## src/sv/wle_pkg.sv

```systemverilog
// ----------------------------------------------------------------------------
// Wiki link extractor package
// Shared types and constants for the link extractor front end, queue and
// result serializer.
// ----------------------------------------------------------------------------
`default_nettype none

package wle_pkg;

  // Saturation bound of the template nesting counter.
  localparam int unsigned TemplateDepthMax = 255;
  localparam int unsigned DepthW = $clog2(TemplateDepthMax + 1);

  // Result queue between the front end and the serializer.
  localparam int unsigned FifoDepth = 4;
  localparam int unsigned FifoAw = $clog2(FifoDepth);

  localparam logic [7:0] ChOpenSq    = 8'h5B;  // '['
  localparam logic [7:0] ChCloseSq   = 8'h5D;  // ']'
  localparam logic [7:0] ChOpenBrace = 8'h7B;  // '{'
  localparam logic [7:0] ChCloseBr   = 8'h7D;  // '}'
  localparam logic [7:0] ChColon     = 8'h3A;  // ':'
  localparam logic [7:0] ChPipe      = 8'h7C;  // '|'
  localparam logic [7:0] ChLowerA    = 8'h61;
  localparam logic [7:0] ChLowerZ    = 8'h7A;
  localparam logic [7:0] CaseDelta   = 8'h20;

  typedef enum logic [1:0] {
    MODE_TEXT = 2'd0,
    MODE_TMPL = 2'd1,
    MODE_LINK = 2'd2
  } mode_e;

  // HALF_CLOSE is a pending '}' in template mode or a held ']' in link mode.
  typedef enum logic [1:0] {
    HALF_NONE       = 2'd0,
    HALF_SQ         = 2'd1,
    HALF_OPEN_BRACE = 2'd2,
    HALF_CLOSE      = 2'd3
  } half_e;

  typedef enum logic [1:0] {
    KIND_BYTE   = 2'd0,
    KIND_ACCEPT = 2'd1,
    KIND_REJECT = 2'd2
  } kind_e;

  typedef struct packed {
    kind_e      kind;
    logic [7:0] out_byte;
  } res_t;

  // One queue entry holds all results of one text byte.
  typedef struct packed {
    logic two;
    res_t r0;
    res_t r1;
  } entry_t;

  typedef struct packed {
    logic  push;
    mode_e mode;
  } front_stat_t;

endpackage

`default_nettype wire

```

## src/sv/wle_front.sv

```systemverilog
// ----------------------------------------------------------------------------
// Link extractor front end
// Tracks the scan state one accepted text byte per cycle and forms the
// results of each byte as one queue entry.
// ----------------------------------------------------------------------------
`default_nettype none

module wle_front (
  input  wire logic                 clk_i,
  input  wire logic                 rst_ni,
  input  wire logic                 accept_i,
  input  wire logic [7:0]           text_byte_i,
  input  wire logic                 article_end_i,
  output wle_pkg::entry_t           entry_o,
  output wle_pkg::front_stat_t      stat_o
);
  import wle_pkg::*;

  mode_e             mode_q, mode_d;
  half_e             half_q, half_d;
  logic [DepthW-1:0] depth_q, depth_d;
  logic              colon_q, colon_d;
  logic              pipe_q, pipe_d;
  logic              first_q, first_d;

  logic [7:0] b;
  logic       close_hit;
  logic       opens_link;
  logic       is_sq_close;
  logic [1:0] n;

  function automatic logic [7:0] upcase(input logic [7:0] c, input logic first);
    if (first && (c >= ChLowerA) && (c <= ChLowerZ)) begin
      return c - CaseDelta;
    end
    return c;
  endfunction

  assign b           = text_byte_i;
  assign is_sq_close = (b == ChCloseSq);
  assign close_hit   = (mode_q == MODE_LINK) && (half_q == HALF_CLOSE) && is_sq_close;
  assign opens_link  = (mode_q == MODE_TEXT) && (half_q == HALF_SQ) && (b == ChOpenSq);

  // Next state.
  always_comb begin
    mode_d  = mode_q;
    half_d  = half_q;
    depth_d = depth_q;
    colon_d = colon_q;
    pipe_d  = pipe_q;
    first_d = first_q;
    unique case (mode_q)
      MODE_TEXT: begin
        if (opens_link) begin
          mode_d  = MODE_LINK;
          half_d  = HALF_NONE;
          colon_d = 1'b0;
          pipe_d  = 1'b0;
          first_d = 1'b1;
        end else if ((half_q == HALF_OPEN_BRACE) && (b == ChOpenBrace)) begin
          mode_d  = MODE_TMPL;
          half_d  = HALF_NONE;
          depth_d = DepthW'(1);
        end else if (b == ChOpenSq) begin
          half_d = HALF_SQ;
        end else if (b == ChOpenBrace) begin
          half_d = HALF_OPEN_BRACE;
        end else begin
          half_d = HALF_NONE;
        end
      end
      MODE_TMPL: begin
        if ((half_q == HALF_OPEN_BRACE) && (b == ChOpenBrace)) begin
          if (depth_q != DepthW'(TemplateDepthMax)) begin
            depth_d = depth_q + DepthW'(1);
          end
          half_d = HALF_NONE;
        end else if ((half_q == HALF_CLOSE) && (b == ChCloseBr)) begin
          if (depth_q != '0) begin
            depth_d = depth_q - DepthW'(1);
          end
          half_d = HALF_NONE;
          if (depth_q <= DepthW'(1)) begin
            mode_d = MODE_TEXT;
          end
        end else if (b == ChOpenBrace) begin
          half_d = HALF_OPEN_BRACE;
        end else if (b == ChCloseBr) begin
          half_d = HALF_CLOSE;
        end else begin
          half_d = HALF_NONE;
        end
      end
      MODE_LINK: begin
        if (close_hit) begin
          mode_d = MODE_TEXT;
          half_d = HALF_NONE;
        end else begin
          // A held ']' that does not close is a plain byte unless a pipe was seen.
          if (half_q == HALF_CLOSE) begin
            first_d = 1'b0;
            half_d  = HALF_NONE;
          end
          if (is_sq_close) begin
            half_d  = HALF_CLOSE;
            first_d = 1'b0;
          end else begin
            if (b == ChColon) begin
              colon_d = 1'b1;
            end
            if (b == ChPipe) begin
              pipe_d = 1'b1;
            end
            first_d = 1'b0;
          end
        end
      end
      default: begin
        mode_d = MODE_TEXT;
        half_d = HALF_NONE;
      end
    endcase
    if (article_end_i) begin
      mode_d  = MODE_TEXT;
      half_d  = HALF_NONE;
      depth_d = '0;
      colon_d = 1'b0;
      pipe_d  = 1'b0;
      first_d = 1'b0;
    end
  end

  // Results of the current byte.
  always_comb begin
    n                 = 2'd0;
    entry_o.r0.kind     = KIND_BYTE;
    entry_o.r0.out_byte = '0;
    entry_o.r1.kind     = KIND_BYTE;
    entry_o.r1.out_byte = '0;
    if (article_end_i && (((mode_q == MODE_LINK) && !close_hit) || opens_link)) begin
      // The article ends inside a link: a lone reject replaces any bytes.
      n               = 2'd1;
      entry_o.r0.kind = KIND_REJECT;
    end else if (mode_q == MODE_LINK) begin
      if (close_hit) begin
        n               = 2'd1;
        entry_o.r0.kind = colon_q ? KIND_REJECT : KIND_ACCEPT;
      end else begin
        if ((half_q == HALF_CLOSE) && !pipe_q) begin
          n                   = 2'd1;
          entry_o.r0.out_byte = ChCloseSq;
        end
        if (!is_sq_close && (b != ChPipe) && !pipe_q) begin
          if (n == 2'd0) begin
            entry_o.r0.out_byte = upcase(b, first_q);
          end else begin
            entry_o.r1.out_byte = upcase(b, first_q);
          end
          n = n + 2'd1;
        end
      end
    end
    entry_o.two = (n == 2'd2);
  end

  assign stat_o.push = accept_i && (n != 2'd0);
  assign stat_o.mode = mode_q;

  always_ff @(posedge clk_i or negedge rst_ni) begin
    if (!rst_ni) begin
      mode_q  <= MODE_TEXT;
      half_q  <= HALF_NONE;
      depth_q <= '0;
      colon_q <= 1'b0;
      pipe_q  <= 1'b0;
      first_q <= 1'b0;
    end else if (accept_i) begin
      mode_q  <= mode_d;
      half_q  <= half_d;
      depth_q <= depth_d;
      colon_q <= colon_d;
      pipe_q  <= pipe_d;
      first_q <= first_d;
    end
  end

endmodule

`default_nettype wire

```

## src/sv/wle_fifo.sv

```systemverilog
// ----------------------------------------------------------------------------
// Link extractor result queue
// Short first-in first-out queue of per-byte result entries between the
// front end and the serializer.
// ----------------------------------------------------------------------------
`default_nettype none

module wle_fifo (
  input  wire logic             clk_i,
  input  wire logic             rst_ni,
  input  wire logic             push_i,
  input  wire wle_pkg::entry_t  entry_i,
  output logic                  full_o,
  input  wire logic             pop_i,
  output wle_pkg::entry_t       entry_o,
  output logic                  empty_o
);
  import wle_pkg::*;

  entry_t            mem_q [FifoDepth];
  logic [FifoAw-1:0] wr_ptr_q, rd_ptr_q;
  logic [FifoAw:0]   count_q;
  logic              do_push, do_pop;

  assign full_o  = (count_q == (FifoAw+1)'(FifoDepth));
  assign empty_o = (count_q == '0);
  assign do_push = push_i && !full_o;
  assign do_pop  = pop_i && !empty_o;
  assign entry_o = mem_q[rd_ptr_q];

  always_ff @(posedge clk_i) begin
    if (do_push) begin
      mem_q[wr_ptr_q] <= entry_i;
    end
  end

  always_ff @(posedge clk_i or negedge rst_ni) begin
    if (!rst_ni) begin
      wr_ptr_q <= '0;
      rd_ptr_q <= '0;
      count_q  <= '0;
    end else begin
      if (do_push) begin
        wr_ptr_q <= (wr_ptr_q == FifoAw'(FifoDepth - 1)) ? '0 : wr_ptr_q + FifoAw'(1);
      end
      if (do_pop) begin
        rd_ptr_q <= (rd_ptr_q == FifoAw'(FifoDepth - 1)) ? '0 : rd_ptr_q + FifoAw'(1);
      end
      if (do_push && !do_pop) begin
        count_q <= count_q + (FifoAw+1)'(1);
      end else if (do_pop && !do_push) begin
        count_q <= count_q - (FifoAw+1)'(1);
      end
    end
  end

endmodule

`default_nettype wire

```

## src/sv/wle_back.sv

```systemverilog
// ----------------------------------------------------------------------------
// Link extractor result serializer
// Takes queue entries and gives out their results one per transaction from
// an output register, marking the final result of each text byte.
// ----------------------------------------------------------------------------
`default_nettype none

module wle_back (
  input  wire logic             clk_i,
  input  wire logic             rst_ni,
  input  wire wle_pkg::entry_t  entry_i,
  input  wire logic             empty_i,
  output logic                  pop_o,
  output logic                  out_valid_o,
  input  wire logic             out_ready_i,
  output logic [1:0]            kind_o,
  output logic [7:0]            out_byte_o,
  output logic                  last_o,
  output logic                  pend_o
);
  import wle_pkg::*;

  logic  valid_q;
  logic  pend_q;
  res_t  cur_q, cur_d;
  res_t  second_q;
  logic  last_q, last_d;
  logic  slot_free;
  logic  load;

  assign slot_free = !valid_q || out_ready_i;
  // The second result of an entry goes out before the next entry is taken.
  assign pop_o     = slot_free && !pend_q && !empty_i;
  assign load      = slot_free && (pend_q || !empty_i);

  always_comb begin
    if (pend_q) begin
      cur_d  = second_q;
      last_d = 1'b1;
    end else begin
      cur_d  = entry_i.r0;
      last_d = !entry_i.two;
    end
  end

  always_ff @(posedge clk_i or negedge rst_ni) begin
    if (!rst_ni) begin
      valid_q <= 1'b0;
      pend_q  <= 1'b0;
    end else if (slot_free) begin
      valid_q <= load;
      pend_q  <= pop_o && entry_i.two;
    end
  end

  always_ff @(posedge clk_i) begin
    if (load) begin
      cur_q  <= cur_d;
      last_q <= last_d;
    end
    if (pop_o) begin
      second_q <= entry_i.r1;
    end
  end

  assign out_valid_o = valid_q;
  assign kind_o      = cur_q.kind;
  assign out_byte_o  = cur_q.out_byte;
  assign last_o      = last_q;
  assign pend_o      = pend_q;

endmodule

`default_nettype wire

```

## src/sv/wiki_link_extractor.sv

```systemverilog
// A result passes through the result queue and then the output register.
// Throughput: one text byte per cycle while the queue has room; results leave at one
// per cycle while out_ready_i is high; the result queue absorbs bytes with two results.
// Input ready drops only when the four-entry result queue is full.
// Reset (rst_ni low, asynchronous) returns the scanner to text mode and empties the queue
// and the output register.
// ----------------------------------------------------------------------------
// Wiki link extractor
// Streams article bytes, skips nested templates and gives out link target
// bytes followed by an accept or reject verdict for each link.
// ----------------------------------------------------------------------------
`default_nettype none

module wiki_link_extractor (
  input  wire logic       clk_i,
  input  wire logic       rst_ni,
  input  wire logic       in_valid_i,
  output logic            in_ready_o,
  input  wire logic [7:0] text_byte_i,
  input  wire logic       article_end_i,
  output logic            out_valid_o,
  input  wire logic       out_ready_i,
  output logic [1:0]      kind_o,
  output logic [7:0]      out_byte_o,
  output logic            last_o
);
  import wle_pkg::*;

  entry_t      front_entry;
  entry_t      fifo_entry;
  front_stat_t front_stat;
  logic        fifo_full;
  logic        fifo_empty;
  logic        fifo_pop;
  logic        accept;
  logic        back_pend;

  assign in_ready_o = !fifo_full;
  assign accept     = in_valid_i && in_ready_o;

  wle_front u_front (
    .clk_i         (clk_i),
    .rst_ni        (rst_ni),
    .accept_i      (accept),
    .text_byte_i   (text_byte_i),
    .article_end_i (article_end_i),
    .entry_o       (front_entry),
    .stat_o        (front_stat)
  );

  wle_fifo u_fifo (
    .clk_i   (clk_i),
    .rst_ni  (rst_ni),
    .push_i  (front_stat.push),
    .entry_i (front_entry),
    .full_o  (fifo_full),
    .pop_i   (fifo_pop),
    .entry_o (fifo_entry),
    .empty_o (fifo_empty)
  );

  wle_back u_back (
    .clk_i       (clk_i),
    .rst_ni      (rst_ni),
    .entry_i     (fifo_entry),
    .empty_i     (fifo_empty),
    .pop_o       (fifo_pop),
    .out_valid_o (out_valid_o),
    .out_ready_i (out_ready_i),
    .kind_o      (kind_o),
    .out_byte_o  (out_byte_o),
    .last_o      (last_o),
    .pend_o      (back_pend)
  );

  // A verdict is always the final result of its text byte.
  assert property (@(posedge clk_i) disable iff (!rst_ni)
    (out_valid_o && (kind_o != KIND_BYTE)) |-> last_o)
    else $error("link verdict not marked last");

  // A held second result implies the first one is still on the output.
  assert property (@(posedge clk_i) disable iff (!rst_ni)
    back_pend |-> out_valid_o)
    else $error("second result pending without a valid output");

  // The queue is never written while full.
  assert property (@(posedge clk_i) disable iff (!rst_ni)
    !(front_stat.push && fifo_full))
    else $error("result queue overflow");

  // Scanner state returns to text mode after the last byte of an article.
  assert property (@(posedge clk_i) disable iff (!rst_ni)
    (accept && article_end_i) |=> (front_stat.mode == MODE_TEXT))
    else $error("scan state not reset at article end");

endmodule

`default_nettype wire

```

## config.mk

```make
export PLATFORM = sky130hd
export DESIGN_NAME = wiki_link_extractor
export DESIGN_NICKNAME = d
export VERILOG_FILES = /design/src/sv/wle_pkg.sv /design/src/sv/wle_front.sv /design/src/sv/wle_fifo.sv /design/src/sv/wle_back.sv /design/src/sv/wiki_link_extractor.sv
export SDC_FILE = /design/constraint.sdc
export NUM_CORES = 1
export LEC_CHECK = 0
export BUFFER_PORTS_ARGS = -buffer_cell sky130_fd_sc_hd__buf_2
export CAP_MARGIN = 20
export CORE_MARGIN = 8
export CORE_UTILIZATION = 35
export DETAILED_ROUTE_END_ITERATION = 8
export PLACE_DENSITY = 0.58
export SLEW_MARGIN = 10
export SYNTH_ARGS = -nofsm -noshare
export SYNTH_HDL_FRONTEND = slang
export SYNTH_HIERARCHICAL = 1
export SYNTH_SLANG_ARGS = --single-unit
export TNS_END_PERCENT = 20
```

## constraint.sdc

```tcl
create_clock -name clk_i -period 3.1 [get_ports clk_i]
set_input_delay 0 -clock clk_i [delete_from_list [all_inputs] [get_ports clk_i]]
set_output_delay 0 -clock clk_i [all_outputs]
set_load 0.01 [all_outputs]
```

==> summary.txt, run 1 <==
Routing
  – Vias: 3493
  – DRC Markers: 0
  – WL met2: 6030 um
  – Routed Wire Length: 12300 um
  – DRT Pass-1 Iters: 5
  – Top Layer Used: met4
  – WL/cell: 17.9 um
  – ANT nets after route: 0
  – Routed wl met3: about 650 um
  – Met1 WL: 5380 um
  – DRT iter0 DRCs: 211
  – Average via count per standard cell: 5.11

Yosys
  – Post-synth ARST share: between 10% and 20%
  – Seq/Total Area, Yosys: about three fifths
  – Synth Register Bits: 129
  – Synth Area in Compound Gates: 7.70%
  – Post-synthesis simple-gate area fraction: 11.9%
  – EDFF count, synth: between 100 and 150
  – Area of the mapped netlist: 6060 sq um
  – Xor and xnor area share after synthesis: less than 1%
  – Main synth FF type: edfxtp_1
  – Synth warn: 6
  – Post-synthesis mux area share: between 10% and 20%
  – Avg Cell Area, Syn: 15.3 sq um
  – Largest family of logic cells by synthesized area: simple AND/OR/NAND/NOR gates
  – Cells after synthesis: roughly 400
  – Netlist cell types: 73
  – Adder-cell share of the synthesized area: around 2.8%

Die
  – Width of the chip: 148 um
  – Die Span Y: 148 um
  – Cell Rows: 48
  – Die area: 21800 sq um
  – Core area: 17100 sq um
  – IO Pins: 26
  – Initial core utilization: between 30% and 40%

Global route
  – First-pass GRT wire length: around 20000 um
  – GRT Overall Usage: approximately an eighth
  – Vias in the first global route: between 3000 and 4000
  – Antenna violations before repair: 0
  – Grt ovf: 0
  – Largest net degree at the start of global routing: 25

Finish
  – Filler cells: 1564
  – Nets: around 470
  – Multi-input logic area: about 2100 sq um
  – Area Growth Syn to Fin: 17.5%
  – Sequential cell area: 3750 sq um
  – Number of inserted diodes: 0
  – Layout cell share with drive strength beyond 1: approximately 28%

Clocking
  – Clock root cell: clkbuf_16
  – H-tree levels: 4
  – Post-CTS setup buffer count: 0
  – Clk_lat worst skew: 0.42 ns
  – TritonCTS clock tree: built
  – Clock sink count: 129
  – Bufs on Longest Clock Path: 2
  – Worst-path clk slew: 0.06 ns
  – CTS Buf Count: 17

STA
  – Final Cycle Share: 92.1%
  – Fmax: between 300 and 400 MHz
  – Final Skew: 0.00968 ns
  – RSZ-0062 raised after global routing: no
  – Slew HR: 41.4%
  – Hold Fails Final Rpt: 0
  – Least-Margin Pin Slew: 0.878 ns
  – Hold Slack: 0.0459 ns
  – Setup violators final: 0
  – Total Neg Setup Slack: 0 ns
  – Minimum clock period: 2.85 ns
  – Slew Viols, Final: 0

Critical path
  – Worst path top cell family by delay: simple AND/OR/NAND/NOR gates
  – CP dominant cell by count: xor2_1
  – Crit path cell chain: nand2b_1, or4_4, a21boi_0, nor2b_1, ha_1, inv_1, fa_1, xor2_1, nor2_1, xor2_1
  – Crit path max-delay cell type: or4_4
  – CP Buf/Inv Count: 1
  – Worst EP required: 3.44 ns
  – Critical path arrival: 3.20 ns
  – Crit-path max FO: 9
  – Worst Setup Start Kind: flop
  – Critical Path End Type: flop
  – CP Class: reg -> reg
  – Critical Path Max Stage Delay: 0.55 ns

Power and ir drop
  – VDD IR max: 0.000382 V
  – Seq pwr share: 44.2%
  – Net Sw Frac: 26.3%
  – Cell Int Power: ~3.6 mW
  – Comb power frac: between 10% and 20%
  – Leak Pwr: 2.62 nW
  – PwrDens: 694 nW/um^2
  – Sw power: approximately 1.3 mW
  – Clk pwr share: 37.0%

Min path
  – Hold Path Class: in -> reg

Placement
  – DPL Wire Length: between 8000 and 9000 um
  – RePlAce Congestion: between 0.8 and 0.9
  – Port Buf Inserts: 25

Job
  – Max-cap check violation count: 0

Run status
  – Outcome: complete, no violations
[routing by layer]
metal / up-vias / global-route usage [%]
li1: 1654 / -
met1: 1746 / 14.3
met2: 79 / 19.3
met3: 14 / 4.00
met4: 0 / 4.90
met5: - / 0
[worst paths after layout]
| kind | start | end | slack (ns) | depth (start not counted) |
|---|---|---|---|---|
| max in group asynchronous | rst_ni | u_front/pipe_q | 2.59 | 2 |
| setup reg to reg | u_front/mode_q[0] | u_fifo/count_q[2] | 0.25 | 10 |
| hold / removal | text_byte_i[7] | u_front/colon_q | 0.05 | 4 |
| setup / recovery | u_front/mode_q[0] | u_fifo/count_q[2] | 0.25 | 10 |
| hold reg to reg | u_front/pipe_q | u_front/pipe_q | 0.53 | 2 |
| min in group asynchronous | rst_ni | u_fifo/rd_ptr_q[0] | 0.12 | 2 |
[sequential cells by signal, summed over array words and instances, names as in the netlist]
register and count:
u_back/kind_o 2, u_front/depth_q 8, u_front/first_q 1, u_front/colon_q 1, u_back/out_byte_o 8, u_fifo/rd_ptr_q 2
u_back/out_valid_o 1, u_front/pipe_q 1, u_front/mode_q 2, u_front/half_q 2, u_fifo/wr_ptr_q 2, u_back/second_q 10
u_fifo/count_q 3, u_back/last_o 1, u_back/pend_o 1, u_fifo/mem_q 84
[logic make-up after synthesis]
| logic type | count (synthesis) |
|---|---|
| buffers and inverters | 37 |
| AO/OA/AOI/OAI | 58 |
| AND/OR/NAND/NOR | 115 |
| multiplexers | 40 |
| other | 1 |
| flip-flops | 129 |
| XOR/XNOR | 4 |
| adder cells (fa/ha/maj) | 13 |
[cells in the final DEF (no fill, tap or decap), types with 5 or more instances in the layout]
master	instances
inv_1	17
edfxtp_1	105
ha_1	12
a21oi_1	11
nor2b_1	6
mux4_2	21
nand2_1	13
nand2b_1	6
o22ai_1	5
mux2_4	9
and2_1	9
o31ai_1	5
clkbuf_16	17
a211o_1	6
nor2_1	26
mux2_2	5
nor3_1	10
and3_1	6
nand4_1	5
buf_4	16
dfrtp_1	24
buf_2	25
mux2i_1	5
[cell usage after synthesis, types with 6 or more instances]
library cell | count | share of area (%)
ha_1 | 12 | 2.5
inv_1 | 17 | 1.1
mux4_2 | 21 | 7.8
dfrtp_1 | 24 | 9.9
buf_2 | 6 | 0.50
nand2_1 | 13 | 0.81
buf_4 | 6 | 0.74
nor3_1 | 10 | 0.83
a211o_1 | 6 | 0.87
nand2b_1 | 6 | 0.62
edfxtp_1 | 105 | 52
a21oi_1 | 11 | 0.91
nor2b_1 | 6 | 0.62
mux2_4 | 9 | 2.2
and3_1 | 6 | 0.62
and2_1 | 9 | 0.93
nor2_1 | 26 | 1.6
[worst min-delay path, cell delays in order]
cell,delay (ns)
buf_2,0.12
nor4bb_1,0.07
a31oi_1,0.18
nor2_1,0.05
[stage by stage]
stage	setup slack, ns	instances	total power [mW]	instance area (sq um)	utilization (%)
after floorplan	0.285	398	2.88	6060	-
after global placement	0.266	649	3.16	6550	38.2
after detailed placement	0.200	649	3.18	6550	38.2
after CTS	0.224	684	5.02	7120	41.6
after global routing	0.0547	684	5.16	7120	41.6
final	0.246	684	4.94	7120	41.6
[power by group through the flow]
stage | clock network, mW | registers (mW) | logic (mW)
2_1_floorplan | 0 | 2.21 | 0.674
3_3_place_gp | 0 | 2.21 | 0.940
3_5_place_dp | 0 | 2.22 | 0.952
4_1_cts | 1.87 | 2.19 | 0.958
5_1_grt | 1.94 | 2.20 | 1.02
6_report | 1.83 | 2.18 | 0.932
[repair_timing]
item	4_1_cts	5_1_grt
hold endpoints to repair	27	0
hold buffers	3	0
gates resized for setup	0	0
[cell type report]
type / instances / share of cell area, %
timing repair buffer: 48 / 4.99
tap: 225 / 3.95
clock buffer: 19 / 6.08
inverter: 18 / 0.949
clock inverter: 13 / 1.58
sequential: 129 / 52.7
multi-input combinational: 232 / 29.7
No activity file was read; power rests on OpenSTA's default activity.
==> run 2, diff against run 1 <==
--- a/config.mk
+++ b/config.mk
@@ -7,7 +7,7 @@
 export LEC_CHECK = 0
 export BUFFER_PORTS_ARGS = -buffer_cell sky130_fd_sc_hd__buf_2
 export CAP_MARGIN = 20
-export CORE_MARGIN = 8
+export CORE_MARGIN = 2
 export CORE_UTILIZATION = 35
 export DETAILED_ROUTE_END_ITERATION = 8
 export PLACE_DENSITY = 0.58
==> summary.txt, run 2 (same netlist as run 1, synthesis figures left out) <==
Critical path
  – Critical Path Max Stage Delay: 0.47 ns
  – R2R cell count: 11
  – CP dominant cell by count: xor2_1
  – Crit-path max FO: 9
  – Register-to-register path setup slack: 0.29 ns
  – Worst Setup Start Kind: flop
  – R2R Path Start: u_front/mode_q[1]
  – Worst EP required: ~3.4 ns
  – Crit path cell chain: or2_2, nor4_2, o21ai_0, a21boi_0, nor2b_1, ha_1, inv_1, fa_1, xor2_1, nor2_1, xor2_1
  – Worst setup path end: u_fifo/count_q[2]
  – CP Class: reg -> reg
  – Critical Path End Type: flop
  – Crit path max-delay cell type: dfrtp_1
  – Worst R2R End: u_fifo/count_q[2]
  – Launch point of the critical path: u_front/mode_q[1]
  – Critical path arrival: 3.14 ns

Global route
  – Grt ovf: 0
  – Antenna violations before repair: 0
  – Vias in the first global route: 3740
  – First-pass GRT wire length: 20000 um
  – Largest net degree at the start of global routing: 25
  – GRT Overall Usage: 14.3%

Power and ir drop
  – PwrDens: 730 nW/um^2
  – Leak Pwr: 2.66 nW
  – VDD IR max: 0.000366 V
  – Design Power: 5.24 mW

Clocking
  – TritonCTS clock tree: built
  – Post-CTS sizing: 0
  – Post-CTS setup buffer count: 0
  – Clock root cell: clkbuf_16
  – Clk_lat worst skew: 0.41 ns
  – Post-CTS Hold Buffers: 3
  – CTS Buf Count: 17
  – Bufs on Longest Clock Path: 2
  – H-tree levels: 4
  – Clock sink count: 129
  – Worst-path clk slew: 0.06 ns

Finish
  – Layout cell share with drive strength beyond 1: 27.7%
  – Filler cells: 1583
  – Max FFs per register: 84
  – Number of inserted diodes: 0
  – Largest Register: u_fifo/mem_q
  – Post-Layout Cell Count: 683
  – Area Growth Syn to Fin: 18.6%
  – Final Cell Area: 7180 sq um
  – Post-layout util: 42.0%
  – Most common cell after layout, fill and taps aside: edfxtp_1
  – Top Registers: u_fifo/mem_q: 84 flops, u_back/second_q: 10 flops
  – Nets: 471
  – Commonest cells after routing, fill and taps aside: 105 x edfxtp_1, 26 x nor2_1, 25 x buf_2

Die
  – Initial core utilization: 35.4%
  – Cell Rows: 48
  – Core area: 17100 sq um
  – IO Pins: 26
  – Width of the chip: ~140 um
  – Die area: between 15000 and 20000 sq um
  – Die Span Y: 136 um

STA
  – Final Skew: 0.00662 ns
  – Hold Fails Final Rpt: 0
  – Final Cycle Share: 90.5%
  – Slew HR: around 43%
  – Fmax: between 300 and 400 MHz
  – RSZ-0062 raised after global routing: no
  – Total Neg Setup Slack: 0 ns
  – Slew Viols, Final: 0
  – Minimum clock period: 2.81 ns
  – Least-Margin Pin Slew: 0.852 ns
  – Setup violators final: 0

Routing
  – DRT iter0 DRCs: 195
  – DRC Markers: 0
  – Average via count per standard cell: 5.23
  – Vias: 3571
  – ANT nets after route: 0
  – Routed Wire Length: between 10000 and 15000 um
  – DRT Pass-1 Iters: 5
  – WL/cell: about 18 um

Placement
  – RePlAce Congestion: 0.849
  – Placed Area: 6510 sq um
  – DPL Wire Length: 7920 um
  – Placed Cells: 648
  – Port Buf Inserts: 25

Min path
  – Hold Crit Start: text_byte_i[7]
  – Hold Path Class: in -> reg

Run status
  – Outcome: complete, no violations

Job
  – Max-cap check violation count: 0
-- run 2: layout make-up --
class                   count  area, sq um  area share (%)
clock buffers              20          437            6.08
clock inverters            12          205            2.86
inverters                  18         67.6           0.940
multi-input cells         232         2120            29.5
flip-flops and latches    129         3750            52.2
well taps                 225          282            3.92
repair buffers             47          323            4.49
-- run 2: stage by stage --
step           hold slack [ns]  setup slack, ns
2_1_floorplan           -0.296            0.285
3_3_place_gp            0.0342            0.287
3_5_place_dp            0.0419            0.209
4_1_cts                 0.0172            0.247
5_1_grt                 0.0346           0.0436
6_report                0.0423            0.293
-- run 2: how the worst min path moves through the flow --
stage,to,slack [ns],cells past startpoint
floorplan,u_back/out_valid_o,-0.30,0
global placement,u_front/depth_q[4],0.03,1
detailed placement,u_front/depth_q[4],0.04,1
CTS,u_front/colon_q,0.02,4
global route,u_front/colon_q,0.03,4
finish,u_front/colon_q,0.04,4
-- run 2: critical path, delay by kind of cell, from the launching register on --
| kind | cells | cell delay (ns) |
|---|---|---|
| buffers and inverters | 1 | 0.06 |
| DFF | 1 | 0.47 |
| adders and majority gates | 2 | 0.58 |
| xor gates and xnor gates | 2 | 0.30 |
| and+or+nand+nor | 4 | 0.98 |
| AOI/OAI and AO/OA | 2 | 0.33 |
-- run 2: power breakdown --
part | switching [mW] | internal (mW)
Combinational | 0.439 | 0.467
Sequential | 0.121 | 2.06
Clock | 0.723 | 1.43
-- run 2: metal layers --
metal	up-vias	share of wire, %	track usage [%]
met5	-	0	0
met3	4	4.2	3.63
li1	1660	-	-
met4	0	0.54	4.11
met1	1826	44	18.2
met2	81	51	24.2
==> run 3, diff against run 2 <==
--- a/config.mk
+++ b/config.mk
@@ -8,9 +8,9 @@
 export BUFFER_PORTS_ARGS = -buffer_cell sky130_fd_sc_hd__buf_2
 export CAP_MARGIN = 20
 export CORE_MARGIN = 2
-export CORE_UTILIZATION = 35
+export CORE_UTILIZATION = 50
 export DETAILED_ROUTE_END_ITERATION = 8
-export PLACE_DENSITY = 0.58
+export PLACE_DENSITY = 0.75
 export SLEW_MARGIN = 10
 export SYNTH_ARGS = -nofsm -noshare
 export SYNTH_HDL_FRONTEND = slang
==> summary.txt, run 3 (same netlist as run 1, synthesis figures left out) <==
Critical path
  – Worst Setup Start Kind: flop
  – Worst EP required: 3.42 ns
  – CP dominant cell by count: xor2_1
  – Crit path cell chain: nand2b_1, or4_4, a21boi_0, nor2b_1, ha_1, inv_1, fa_1, xor2_1, nor2_1, xor2_1
  – Critical path arrival: 3.12 ns
  – Worst path top cell family by delay: simple AND/OR/NAND/NOR gates
  – Critical Path End Type: flop
  – Crit path max-delay cell type: or4_4
  – Critical Path Max Stage Delay: 0.55 ns
  – CP Class: reg -> reg
  – CP Buf/Inv Count: 1
  – Crit-path max FO: 9

Die
  – Die area: 13000 sq um
  – Cell Rows: 40
  – IO Pins: 26
  – Core area: 11900 sq um
  – Width of the chip: 114 um
  – Die Span Y: 114 um
  – Initial core utilization: 50.9%

Clocking
  – Worst-path clk slew: roughly 0.060 ns
  – H-tree levels: 4
  – CTS Buf Count: 17
  – Clk_lat worst skew: 0.41 ns
  – Post-CTS setup buffer count: 0
  – Clock sink count: 129
  – Clock root cell: clkbuf_16
  – TritonCTS clock tree: built
  – Bufs on Longest Clock Path: 2

Placement
  – Placed Area: 6420 sq um
  – Port Buf Inserts: 25
  – RePlAce Congestion: 0.964
  – Placed Cells: roughly 570
  – Setup WS pre-CTS: between 0.2 and 0.25 ns
  – DPL Wire Length: 7690 um

Routing
  – DRC Markers: 0
  – Routed Wire Length: 12200 um
  – Average via count per standard cell: 5.96
  – Vias: roughly 3600
  – WL/cell: between 20 and 25 um
  – DRT Pass-1 Iters: 4
  – DRT iter0 DRCs: 279
  – ANT nets after route: 0

Power and ir drop
  – Design Power: 5.00 mW
  – Comb power frac: 18.1%
  – PwrDens: between 700 and 800 nW/um^2
  – Net Sw Frac: between 20% and 30%
  – Leak Pwr: 2.62 nW
  – Cell Int Power: 3.70 mW
  – VDD IR max: 0.000400 V
  – Clk pwr share: around 38%
  – Sw power: 1.30 mW
  – Seq pwr share: 43.9%

STA
  – Fmax: 358 MHz
  – Final Skew: around 0.0049 ns
  – Least-Margin Pin Slew: 0.958 ns
  – Slew Viols, Final: 0
  – Minimum clock period: 2.79 ns
  – PnR worst setup slack: 0.309 ns
  – Total Neg Setup Slack: 0 ns
  – Hold Fails Final Rpt: 0
  – Setup violators final: 0
  – RSZ-0062 raised after global routing: no
  – Slew HR: 36.1%
  – Final Cycle Share: 90.0%

Run status
  – Outcome: complete, no violations

Global route
  – GRT Overall Usage: 20.6%
  – First-pass GRT wire length: 20000 um
  – Largest net degree at the start of global routing: 25
  – Antenna violations before repair: 0
  – Vias in the first global route: approximately 3800
  – Grt ovf: 0

Finish
  – Number of inserted diodes: 0
  – Commonest cells after routing, fill and taps aside: 105 x edfxtp_1, 26 x nor2_1, 25 x buf_2
  – Area Growth Syn to Fin: 15.9%
  – Max FFs per register: 84
  – Final Cell Area: approximately 7000 sq um
  – Nets: ~470
  – Layout cell share with drive strength beyond 1: 27.9%
  – Largest Register: u_fifo/mem_q
  – Post-Layout Cell Count: between 600 and 700
  – Most common cell after layout, fill and taps aside: edfxtp_1
  – Sequential cell area: 3760 sq um
  – Multi-input logic area: 2120 sq um
  – Filler cells: 898
  – Top Registers: u_fifo/mem_q: 84 flops, u_back/second_q: 10 flops

Job
  – Max-cap check violation count: 0

Min path
  – Hold Path Class: in -> reg
run 3: changes by cell type in the layout (fill, tap and decap cells not counted), moves of 2 or more:
cell	delta
clkinvlp_4	+2
dfrtp_1	-2
clkinv_1	+5
bufinv_16	-3
clkinv_4	-2
dfrtp_2	+2
clkbuf_1	-3
run 3: layout make-up:
type / instances / area share [%]
Multi-Input combinational cell: 232 / 30.2
Sequential cell: 129 / 53.5
Tap cell: 147 / 2.62
Inverter: 18 / 0.962
Clock inverter: 15 / 2.00
Timing Repair Buffer: 48 / 4.71
Clock buffer: 17 / 6.06
run 3: what timing repair did:
item	CTS	global route
endpoints found under the hold margin	27	0
endpoints found under the setup margin	0	1
hold buffers	3	0
gates resized for setup	0	2
run 3: worst paths after layout:
check | slack, ns | end | cells after the start | startpoint
min | 0.02 | u_front/colon_q | 4 | text_byte_i[7]
max | 0.31 | u_fifo/count_q[2] | 10 | u_front/mode_q[0]
min reg2reg | 0.53 | u_back/pend_o | 2 | u_back/out_valid_o
max in group asynchronous | 2.47 | u_front/half_q[1] | 2 | rst_ni
max reg2reg | 0.31 | u_fifo/count_q[2] | 10 | u_front/mode_q[0]
min in group asynchronous | 0.17 | u_front/colon_q | 2 | rst_ni
run 3: tightest hold or removal path: cells and delay by family:
family / cells / cell delay, ns
buffers and inverters: 1 / 0.12
and+or+nand+nor: 2 / 0.11
AOI/OAI and AO/OA: 1 / 0.16
run 3: power groups by stage:
| stage | combinational [mW] | sequential [mW] | clock [mW] |
|---|---|---|---|
| 2_1_floorplan | 0.674 | 2.21 | 0 |
| 3_3_place_gp | 0.883 | 2.22 | 0 |
| 3_5_place_dp | 0.902 | 2.23 | 0 |
| 4_1_cts | 0.920 | 2.20 | 1.92 |
| 5_1_grt | 0.992 | 2.22 | 1.99 |
| 6_report | 0.902 | 2.19 | 1.90 |
run 3: metal layers:
layer	up-vias	routed length (um)	part of all wire, %	global-route usage (%)
met4	0	257	2.1	6.50
met5	-	0	0	0
met3	24	676	5.5	4.98
met1	1795	5260	43	27.2
met2	128	6020	49	34.0
li1	1662	-	-	-
run 3: per-stage QoR:
stage	util (%)	hold WS (ns)
after floorplan	-	-0.296
after global placement	53.9	0.0452
after detailed placement	53.9	0.0486
after CTS	58.9	0.00929
after global routing	58.9	0.0672
final	58.9	0.0235
